==> src/sv/apfc_pkg.sv <==
// Shared types and constants of the address pair flow counter.
package apfc_pkg;

    localparam int ADDR_W  = 32;
    localparam int COUNT_W = 32;
    localparam int SLOT_W  = 6;
    localparam int USED_W  = 7;

    // Front queue geometry
    localparam int QUEUE_DEPTH = 2;
    localparam int QPTR_W      = 1;
    localparam int QLVL_W      = 2;

    typedef enum logic [0:0] {
        OP_RECORD = 1'b0,
        OP_READ   = 1'b1
    } t_op;

    typedef enum logic [1:0] {
        S_IDLE,
        S_SCAN,
        S_READ,
        S_FINISH
    } t_state;

    typedef struct packed {
        t_op                op;
        logic [ADDR_W-1:0]  src_addr;
        logic [ADDR_W-1:0]  dst_addr;
        logic [SLOT_W-1:0]  entry_index;
    } t_task;

    typedef struct packed {
        logic               hit;
        logic               inserted;
        logic               dropped_full;
        logic [SLOT_W-1:0]  slot;
        logic [COUNT_W-1:0] count;
        logic               entry_valid;
        logic [ADDR_W-1:0]  entry_src;
        logic [ADDR_W-1:0]  entry_dst;
        logic [USED_W-1:0]  entries_used;
    } t_result;

endpackage

==> src/sv/apfc_if.sv <==
// Valid/ready channel interfaces for the item and result streams.
interface apfc_item_if;
    logic                       valid;
    logic                       ready;
    logic                       func;
    logic [apfc_pkg::ADDR_W-1:0] src_addr;
    logic [apfc_pkg::ADDR_W-1:0] dst_addr;
    logic [apfc_pkg::SLOT_W-1:0] entry_index;

    modport source (output valid, func, src_addr, dst_addr, entry_index, input ready);
    modport sink (input valid, func, src_addr, dst_addr, entry_index, output ready);
endinterface


==> src/sv/apfc_front.sv <==
// Front end: accepts items, classifies them and queues them for the back end.
module apfc_front (
    input  logic            i_clk,
    input  logic            i_rst_n,
    apfc_item_if.sink       i_item,
    output logic            o_q_valid,
    output apfc_pkg::t_task o_q_task,
    input  logic            i_q_ready
);

    apfc_pkg::t_task                 r_q [apfc_pkg::QUEUE_DEPTH];
    logic [apfc_pkg::QPTR_W-1:0]     r_wr_ptr;
    logic [apfc_pkg::QPTR_W-1:0]     r_rd_ptr;
    logic [apfc_pkg::QLVL_W-1:0]     r_level;
    logic                            push;
    logic                            pop;
    apfc_pkg::t_task                 in_task;

    always_comb begin
        in_task.op          = i_item.func ? apfc_pkg::OP_READ : apfc_pkg::OP_RECORD;
        in_task.src_addr    = i_item.src_addr;
        in_task.dst_addr    = i_item.dst_addr;
        in_task.entry_index = i_item.entry_index;
    end

    assign i_item.ready = (r_level != apfc_pkg::QLVL_W'(apfc_pkg::QUEUE_DEPTH));
    assign o_q_valid    = (r_level != '0);
    assign o_q_task     = r_q[r_rd_ptr];
    assign push         = i_item.valid && i_item.ready;
    assign pop          = o_q_valid && i_q_ready;

    always_ff @(posedge i_clk) begin
        if (!i_rst_n) begin
            r_wr_ptr <= '0;
            r_rd_ptr <= '0;
            r_level  <= '0;
        end else begin
            if (push) begin
                r_wr_ptr <= r_wr_ptr + apfc_pkg::QPTR_W'(1);
            end
            if (pop) begin
                r_rd_ptr <= r_rd_ptr + apfc_pkg::QPTR_W'(1);
            end
            if (push && !pop) begin
                r_level <= r_level + apfc_pkg::QLVL_W'(1);
            end else if (pop && !push) begin
                r_level <= r_level - apfc_pkg::QLVL_W'(1);
            end
        end
    end

    always_ff @(posedge i_clk) begin
        if (push) begin
            r_q[r_wr_ptr] <= in_task;
        end
    end

endmodule

==> src/flat_wrapper.sv <==
// flat-port wrapper written by rule: the top's interface ports become plain ports
module apfc_front_flat 
  (i_clk, i_rst_n, o_q_valid, o_q_task, i_q_ready, i_item_valid, i_item_func, i_item_src_addr, i_item_dst_addr, i_item_entry_index, i_item_ready);
  apfc_item_if i_item_i ();
  input  logic i_clk;
  input  logic i_rst_n;
  output logic o_q_valid;
  output apfc_pkg::t_task o_q_task;
  input  logic i_q_ready;
  input wire logic [$bits(i_item_i.valid)-1:0] i_item_valid;
  input wire logic [$bits(i_item_i.func)-1:0] i_item_func;
  input wire logic [$bits(i_item_i.src_addr)-1:0] i_item_src_addr;
  input wire logic [$bits(i_item_i.dst_addr)-1:0] i_item_dst_addr;
  input wire logic [$bits(i_item_i.entry_index)-1:0] i_item_entry_index;
  output wire logic [$bits(i_item_i.ready)-1:0] i_item_ready;
  assign i_item_i.valid = i_item_valid;
  assign i_item_i.func = i_item_func;
  assign i_item_i.src_addr = i_item_src_addr;
  assign i_item_i.dst_addr = i_item_dst_addr;
  assign i_item_i.entry_index = i_item_entry_index;
  assign i_item_ready = i_item_i.ready;
  apfc_front u_core (.i_clk(i_clk), .i_rst_n(i_rst_n), .i_item(i_item_i), .o_q_valid(o_q_valid), .o_q_task(o_q_task), .i_q_ready(i_q_ready));
endmodule
==> config.mk <==
export PLATFORM = sky130hd
export DESIGN_NAME = apfc_front_flat
export DESIGN_NICKNAME = d
export VERILOG_FILES = /design/src/sv/apfc_pkg.sv /design/src/sv/apfc_if.sv /design/src/sv/apfc_front.sv /design/src/flat_wrapper.sv
export SDC_FILE = /design/constraint.sdc
export NUM_CORES = 1
export LEC_CHECK = 0
export BUFFER_PORTS_ARGS = -buffer_cell sky130_fd_sc_hd__buf_4
export CORE_MARGIN = 1
export CORE_UTILIZATION = 52
export DETAILED_ROUTE_END_ITERATION = 6
export PLACE_DENSITY = 0.81
export SLEW_MARGIN = 20
export SYNTH_ARGS = -nofsm -noshare
export SYNTH_HDL_FRONTEND = slang
export SYNTH_SLANG_ARGS = --single-unit
==> constraint.sdc <==
create_clock -name i_clk -period 3.8 [get_ports i_clk]
set_clock_uncertainty 0.15 [all_clocks]
set_input_delay 0.57 -clock i_clk [delete_from_list [all_inputs] [get_ports i_clk]]
set_output_delay 0.57 -clock i_clk [all_outputs]
set_load 0.005 [all_outputs]
==> flow_metrics.env, run 1 <==
export IMPL_status="finished, final reports clean"
export IMPL_track_usage_pct=17.7
export IMPL_synthXorXnorAreaFrac_pct=0.490
export IMPL_wl_per_cell_um=16.5
export IMPL_peakVddDrop_mv=0.363
export IMPL_clk_pin_slew_ns=0.06
export IMPL_synth_edf_count=142
export IMPL_port_buffers=147
export IMPL_dr_pass1_iters=4
export IMPL_synth_compound_area_share_pct=0.653
export IMPL_grt_pass1_wl_um=14200
export IMPL_path_buf_inv=1
export IMPL_syn_instance_count=245
export IMPL_area_delta_synth_final_pct=33.2
export IMPL_crit_fanout=71
export IMPL_period_needed_ns=2.81
export IMPL_die_w_um=104
export IMPL_ios=148
export IMPL_synthMuxAreaShare_pct=14.9
export IMPL_final_max_slew_viol_count=0
export IMPL_path_class="reg2out"
export IMPL_cts_path_max_buffers=2
export IMPL_cp_required_ns=3.08
export IMPL_first_global_vias=2913
export IMPL_start_util_pct=54.4
export IMPL_ant_nets=0
export IMPL_antenna_found_initial=0
export IMPL_synth_area_mm2=0.00536
export IMPL_cp_slowest_stage_delay_ns=0.98
export IMPL_setup_viol=0
export IMPL_yosys_area_share_simple_pct=1.21
export IMPL_cts_sinks=147
export IMPL_worstSetupEndpointType="output pin"
export IMPL_rsz0062_at_grt="false"
export IMPL_numCtsBuffers=17
export IMPL_rows=36
export IMPL_slew_headroom_pct=35.0
export IMPL_vias=2724
export IMPL_synth_top_family_by_area="multiplexers"
export IMPL_seqPwrFrac_pct=46.7
export IMPL_hold_violations=0
export IMPL_layout_commonest_cell="buf_4"
export IMPL_tightest_slew_ns=0.975
export IMPL_p_int_w=0.00358
export IMPL_first_iter_violations=106
export IMPL_path_cells="mux2_2 > buf_4"
export IMPL_cts_root_buffer="clkbuf_8"
export IMPL_cts_hold_buffers=0
export IMPL_grt_overflow_total=0
export IMPL_fillerInstances=625
export IMPL_drc_errors=0
export IMPL_crit_family="flip-flops"
export IMPL_synthArstFlopShare_pct=0
export IMPL_gp_congestion=0.737
export IMPL_leakage_nw=2.67
export IMPL_dp_hpwl_um=5650
export IMPL_cts_setup_buffers=0
export IMPL_final_cell_mix="147 x buf_4, 142 x edfxtp_1, 71 x mux2_2"
export IMPL_critPathArrivalTime_ns=2.09
export IMPL_timing_fmax_mhz=356
export IMPL_final_util_pct=72.4
export IMPL_power_switching_w=0.00110
export IMPL_die_area_mm2=0.0107
export IMPL_synth_fa_ha_area_share_pct=0.233
export IMPL_seq_area_frac_synth_pct=81.4
export IMPL_drv_cap=0
export IMPL_ys_flop_type="edfxtp_1"
export IMPL_h_tree_depth=4
export IMPL_die_height_um=104
export IMPL_cts_resized_gates=0
export IMPL_vias_per_cell=4.95
export IMPL_powerDensity_mw_per_mm2=655
export IMPL_power_share_clock_pct=32.0
export IMPL_p_comb_share_pct=21.3
export IMPL_grt_max_degree=72
export IMPL_hold_class="in2reg"
export IMPL_total_power_w=0.00468
export IMPL_layout_drive_gt1_share_pct=60.7
export IMPL_n_antenna_cell=0
export IMPL_ys_warnings_count=0
export IMPL_syn_nets=321
export IMPL_cp_slowest_cell="dfxtp_4"
export IMPL_fin_nets=480
export IMPL_wl_um=9070
export IMPL_setup_tns_ns=0
export IMPL_clk_latency_ns=0.50
export IMPL_core_mm2=0.00986
export IMPL_p_sw_share_pct=23.5
export IMPL_yosys_cell_types_count=20
export IMPL_cts_tree="built"
export IMPL_yosys_register_bits=147
export IMPL_period_share_pct=73.8
export IMPL_synth_avg_cell_area_um2=21.9
export IMPL_start_kind="flip-flop"
==> logic make-up after synthesis <==
group	count (synthesis)
and+or+nand+nor	9
muxes	71
DFF	147
buffers and inverters	9
xor gates and xnor gates	3
AOI/OAI and AO/OA	5
adders and majority gates	1
==> power groups by stage <==
stage          logic, W  registers [W]  clock network, W
6_report       0.000998        0.00219           0.00150
5_1_grt         0.00107        0.00222           0.00160
4_1_cts         0.00102        0.00219           0.00153
3_5_place_dp    0.00101        0.00222                 0
3_3_place_gp   0.000996        0.00221                 0
2_1_floorplan  0.000596        0.00211                 0
==> sequential cells by signal (all words and copies together), names as in the netlist, named ones only <==
| signal | flops |
|---|---|
| u_core.r_level | 2 |
| u_core.r_q | 142 |
| u_core.r_wr_ptr | 1 |
| u_core.r_rd_ptr | 1 |
==> layer usage <==
metal	vias to the layer above	wire [µm]	global-route usage (%)	share of wire, %
met5	-	0	0	0
met4	0	93	8.07	1.0
met3	11	548	5.41	6.0
met2	105	4640	29.1	51
met1	1316	3800	21.6	42
li1	1292	-	-	-
==> cells in the mapped netlist (2+ instances only) <==
master,number,area (µm²)
dfxtp_1,5,100
and2_1,4,25.0
mux2_2,71,800
edfxtp_1,142,4260
buf_4,7,52.6
xnor2_1,2,17.5
==> metrics by stage <==
step                std cells  setup slack (ns)  hold WS, ns  cell area [µm²]
finish                    550             0.995       0.0961             7140
CTS                       550             0.927       0.0664             7140
detailed placement        518              1.49        0.419             6610
global placement          518              1.50        0.373             6610
global route              550             0.865       0.0678             7140
floorplan                 245             0.931        0.362             5360
==> path summary, 6_finish.rpt <==
path / slack [ns] / cells after the start / start / end
worst max-delay path: 0.99 / 2 / flip-flop / o_q_task[1]
worst max register to register: 1.73 / 4 / u_core.r_level[0]$_SDFFE_PN0P_ / u_core.r_q[0][35]$_DFFE_PP_
worst min-delay path: 0.1 / 1 / i_item_entry_index[5] / u_core.r_q[1][5]$_DFFE_PP_
worst min register to register: 0.43 / 2 / u_core.r_rd_ptr$_SDFFE_PN0P_ / flip-flop
==> layout make-up <==
type                       count  area (µm²)  share of cell area, %
tap                          133         166                   2.33
inverter                       1        3.75                 0.0525
timing repair buffer         148        1120                   15.7
multi-input combinational     89         943                   13.2
clock inverter                13         118                   1.65
sequential                   147        4370                   61.1
clock buffer                  19         422                   5.90
==> worst register-to-register path: stages (launching register included) <==
cell and delay, ns:
dfxtp_1 0.42, nand2b_4 0.19, nand3b_1 0.11, inv_2 0.52, buf_12 0.34
(Power assumes the default switching activity.)
==> run 2: changes to the inputs <==
clock period = 2.6 ns   (was 3.8 ns; I/O delays follow)
==> flow_metrics.env, run 2 (synthesis gave the netlist of run 1 again) <==
export IMPL_start_util_pct=54.4
export IMPL_critPathArrivalTime_ns=1.80
export IMPL_top_regs="u_core.r_q: 142 flops, u_core.r_level: 2 flops"
export IMPL_ios=148
export IMPL_die_area_mm2=0.0107
export IMPL_layout_commonest_cell="buf_4"
export IMPL_cp_slowest_cell="dfxtp_4"
export IMPL_final_cell_mix="149 x buf_4, 142 x edfxtp_1, 72 x dlygate4sd3_1"
export IMPL_rsz0062_at_grt="false"
export IMPL_n_antenna_cell=0
export IMPL_die_height_um=104
export IMPL_status="finished, final reports clean"
export IMPL_port_buffers=147
export IMPL_die_w_um=104
export IMPL_powerDensity_mw_per_mm2=904
export IMPL_dr_pass1_iters=4
export IMPL_area_delta_synth_final_pct=48.8
export IMPL_drc_errors=0
export IMPL_regMostFlops="u_core.r_q"
export IMPL_clk_pin_slew_ns=0.06
export IMPL_seqCellArea_mm2=0.00437
export IMPL_cts_path_max_buffers=2
export IMPL_final_util_pct=80.9
export IMPL_wl_per_cell_um=17.0
export IMPL_placed_area_mm2=0.00666
export IMPL_numCtsBuffers=17
export IMPL_start_kind="flip-flop"
export IMPL_path_buf_inv=2
export IMPL_setup_viol=0
export IMPL_hold_violations=0
export IMPL_critical_path_depth=3
export IMPL_track_usage_pct=20.8
export IMPL_total_power_w=0.00722
export IMPL_cp_required_ns=2.06
export IMPL_timing_critical_path_mode_cell="buf_4"
export IMPL_cts_setup_buffers=0
export IMPL_tightest_slew_ns=0.409
export IMPL_worstSetupEndpointType="output pin"
export IMPL_leakage_nw=3.01
export IMPL_postLayoutCellArea_mm2=0.00798
export IMPL_period_needed_ns=2.34
export IMPL_antenna_found_initial=0
export IMPL_fin_nets=556
export IMPL_grt_max_degree=72
export IMPL_slew_headroom_pct=72.8
export IMPL_layout_drive_gt1_share_pct=52.1
export IMPL_final_max_slew_viol_count=0
export IMPL_vias=3075
export IMPL_ant_nets=0
export IMPL_dp_hpwl_um=5880
export IMPL_multi_input_area_um2=943
export IMPL_cts_sinks=147
export IMPL_largest_reg_flops=142
export IMPL_drv_cap=0
export IMPL_crit_family="flip-flops"
export IMPL_cts_hold_buffers=72
export IMPL_cts_tree="built"
export IMPL_vias_per_cell=4.91
export IMPL_period_share_pct=89.9
export IMPL_r2r_cells=3
export IMPL_cp_slowest_stage_delay_ns=0.46
export IMPL_first_global_vias=3307
export IMPL_hold_class="in2reg"
export IMPL_timing_fmax_mhz=428
export IMPL_cts_root_buffer="clkbuf_8"
export IMPL_core_mm2=0.00986
export IMPL_path_cells="buf_4 > mux2_2 > buf_4"
export IMPL_grt_overflow_total=0
export IMPL_h_tree_depth=4
export IMPL_cts_resized_gates=0
export IMPL_setup_tns_ns=0
export IMPL_crit_fanout=20
export IMPL_hold_path_depth=3
export IMPL_fillerInstances=481
export IMPL_grt_pass1_wl_um=16700
export IMPL_gp_congestion=0.733
export IMPL_finalHoldWorstSlack_ns=0.0800
export IMPL_clk_latency_ns=0.50
export IMPL_wl_um=10600
export IMPL_rows=36
export IMPL_path_class="reg2out"
export IMPL_first_iter_violations=136
export IMPL_peakVddDrop_mv=0.629
[run 2: cell type report]
cell class                      instances  share of cell area, %
Clock buffer                           24                   5.89
Clock inverter                          8                   1.58
Inverter                                1                 0.0941
Multi-Input combinational cell         89                   11.8
Sequential cell                       147                   54.7
Tap cell                              133                   2.08
Timing Repair Buffer                  224                   23.8
[run 2: worst paths after layout]
path	startpoint	slack, ns	endpoint
max	flip-flop	0.26	o_q_task[57]
min	i_item_valid	0.08	u_core.r_wr_ptr$_SDFFE_PN0P_
max reg2reg	u_core.r_level[0]$_SDFFE_PN0P_	0.76	u_core.r_q[1][62]$_DFFE_PP_
min reg2reg	u_core.r_level[1]$_SDFFE_PN0P_	0.40	u_core.r_level[1]$_SDFFE_PN0P_
[run 2: metal layers]
| metal | vias up | global-route usage [%] | share of wire (%) |
|---|---|---|---|
| li1 | 1435 | - | - |
| met1 | 1487 | 24.0 | 39 |
| met2 | 128 | 36.0 | 53 |
| met3 | 25 | 5.41 | 5.5 |
| met4 | 0 | 10.4 | 2.6 |
| met5 | - | 0 | 0 |
[run 2: stage by stage]
step / setup WS [ns] / cells
floorplan: 0.388 / 245
global placement: 0.787 / 522
detailed placement: 0.738 / 522
CTS: 0.245 / 626
global route: 0.179 / 626
finish: 0.263 / 626
[run 2: worst reg2reg max path, cell delays in order (launching register included)]
cell      delay (ns)
dfxtp_1         0.42
nand2b_4        0.19
and3_4          0.44
buf_4           0.32
[run 2: power by group]
group          switching (W)  internal [W]
clock               0.000863       0.00154
sequential          0.000113       0.00296
combinational       0.000702       0.00103
total                0.00168       0.00554
==> run 3: changes to the inputs <==
CORE_UTILIZATION = 47   (was 52)
PLACE_DENSITY = 0.78   (was 0.81)
clock period = 2 ns   (was 2.6 ns; I/O delays follow)
==> flow_metrics.env, run 3 (synthesis gave the netlist of run 1 again) <==
export IMPL_ant_nets=0
export IMPL_vias=3053
export IMPL_cts_root_buffer="clkbuf_16"
export IMPL_layout_commonest_cell="buf_4"
export IMPL_cp_slowest_cell="mux2_2"
export IMPL_die_height_um=109
export IMPL_rows=38
export IMPL_largest_reg_flops=142
export IMPL_antenna_found_initial=0
export IMPL_setup_viol=0
export IMPL_dp_hpwl_um=6130
export IMPL_die_w_um=109
export IMPL_layout_drive_gt1_share_pct=52.1
export IMPL_core_mm2=0.0110
export IMPL_start_kind="flip-flop"
export IMPL_p_sw_share_pct=22.5
export IMPL_dr_pass1_iters=4
export IMPL_tightest_slew_ns=0.302
export IMPL_numCtsBuffers=17
export IMPL_peakVddDrop_mv=0.560
export IMPL_hold_class="in2reg"
export IMPL_total_power_w=0.00960
export IMPL_path_class="reg2out"
export IMPL_final_cell_mix="148 x buf_4, 142 x edfxtp_1, 72 x dlygate4sd3_1"
export IMPL_cp_slowest_stage_delay_ns=0.38
export IMPL_powerDensity_mw_per_mm2=1190
export IMPL_status="finished, final reports clean"
export IMPL_ios=148
export IMPL_fillerInstances=658
export IMPL_drv_cap=0
export IMPL_fin_cells=633
export IMPL_fin_nets=558
export IMPL_hold_violations=0
export IMPL_seqPwrFrac_pct=41.4
export IMPL_critPathArrivalTime_ns=1.52
export IMPL_vias_per_cell=4.82
export IMPL_grt_overflow_total=0
export IMPL_worstSetupEndpointType="output pin"
export IMPL_cts_path_max_buffers=2
export IMPL_preCtsSetupSlack_ns=0.312
export IMPL_grt_pass1_wl_um=15600
export IMPL_final_max_slew_viol_count=0
export IMPL_placed_area_mm2=0.00673
export IMPL_clk_latency_ns=0.40
export IMPL_top_regs="u_core.r_q: 142 flops, u_core.r_level: 2 flops"
export IMPL_slew_headroom_pct=79.8
export IMPL_rsz0062_at_grt="true"
export IMPL_power_switching_w=0.00216
export IMPL_wl_um=10200
export IMPL_worst_slack_ns=0.0350
export IMPL_timing_fmax_mhz=509
export IMPL_first_iter_violations=106
export IMPL_cts_tree="built"
export IMPL_first_global_vias=3313
export IMPL_regMostFlops="u_core.r_q"
export IMPL_die_area_mm2=0.0118
export IMPL_p_comb_share_pct=24.4
export IMPL_clk_pin_slew_ns=0.06
export IMPL_path_cells="buf_12 > mux2_2 > buf_4"
export IMPL_cts_sinks=147
export IMPL_period_share_pct=98.3
export IMPL_n_antenna_cell=0
export IMPL_power_share_clock_pct=34.2
export IMPL_grt_max_degree=37
export IMPL_cp_required_ns=1.55
export IMPL_area_delta_synth_final_pct=50.4
export IMPL_multi_input_area_um2=947
export IMPL_path_buf_inv=2
export IMPL_drc_errors=0
export IMPL_seqCellArea_mm2=0.00437
export IMPL_leakage_nw=3.04
export IMPL_h_tree_depth=4
export IMPL_setup_tns_ns=0
export IMPL_crit_fanout=36
export IMPL_wl_per_cell_um=16.2
export IMPL_p_int_w=0.00743
export IMPL_postLayoutCellArea_mm2=0.00807
export IMPL_placed_cells=531
export IMPL_gp_congestion=0.691
export IMPL_port_buffers=147
export IMPL_period_needed_ns=1.97
export IMPL_track_usage_pct=18.1
export IMPL_start_util_pct=48.8
export IMPL_crit_family="multiplexers"
run 3: area by class of cell:
class | count | share of cell area (%)
clock inverter | 12 | 2.34
multi-input combinational | 89 | 11.7
tap | 140 | 2.17
clock buffer | 18 | 5.32
inverter | 1 | 0.0930
timing repair buffer | 226 | 24.2
sequential | 147 | 54.1
run 3: power groups by stage:
stage / clock network [W] / logic [W] / registers [W]
finish: 0.00329 / 0.00234 / 0.00397
global route: 0.00348 / 0.00253 / 0.00400
CTS: 0.00336 / 0.00237 / 0.00397
detailed placement: 0 / 0.00224 / 0.00403
global placement: 0 / 0.00222 / 0.00400
floorplan: 0 / 0.00114 / 0.00400
run 3: through the flow:
stage	util, %	hold WS (ns)
after floorplan	-	0.249
after global routing	73.5	0.0723
final	73.5	0.0652
after global placement	61.2	0.335
after detailed placement	61.2	0.338
after CTS	73.4	0.0497
run 3: path summary, 6_finish.rpt:
kind | from | endpoint | slack (ns) | depth (start not counted)
setup / recovery | flip-flop | o_q_task[0] | 0.03 | 3
hold / removal | i_item_valid | u_core.r_wr_ptr$_SDFFE_PN0P_ | 0.07 | 3
setup reg to reg | u_core.r_level[1]$_SDFFE_PN0P_ | u_core.r_level[1]$_SDFFE_PN0P_ | 0.30 | 5
hold reg to reg | u_core.r_level[1]$_SDFFE_PN0P_ | u_core.r_level[1]$_SDFFE_PN0P_ | 0.41 | 2
run 3: layer usage:
layer | GRT usage [%] | wire length [µm]
met1 | 19.5 | 3900
met2 | 33.0 | 5650
met3 | 5.62 | 533
met4 | 7.34 | 150
met5 | 0 | 0
run 3: what timing repair did:
item,4_1_cts,5_1_grt
resized for setup,0,1
buffers inserted,0,0
endpoints found under the hold margin,145,0
hold buffers,72,0
setup endpoints to repair,0,70
run 3: worst reg2reg max path, stage by stage (launching register included):
cell and delay (ns):
dfxtp_1 0.42, nand2b_4 0.09, and2_1 0.16, ha_1 0.31
or3_1 0.37, a21boi_1 0.14
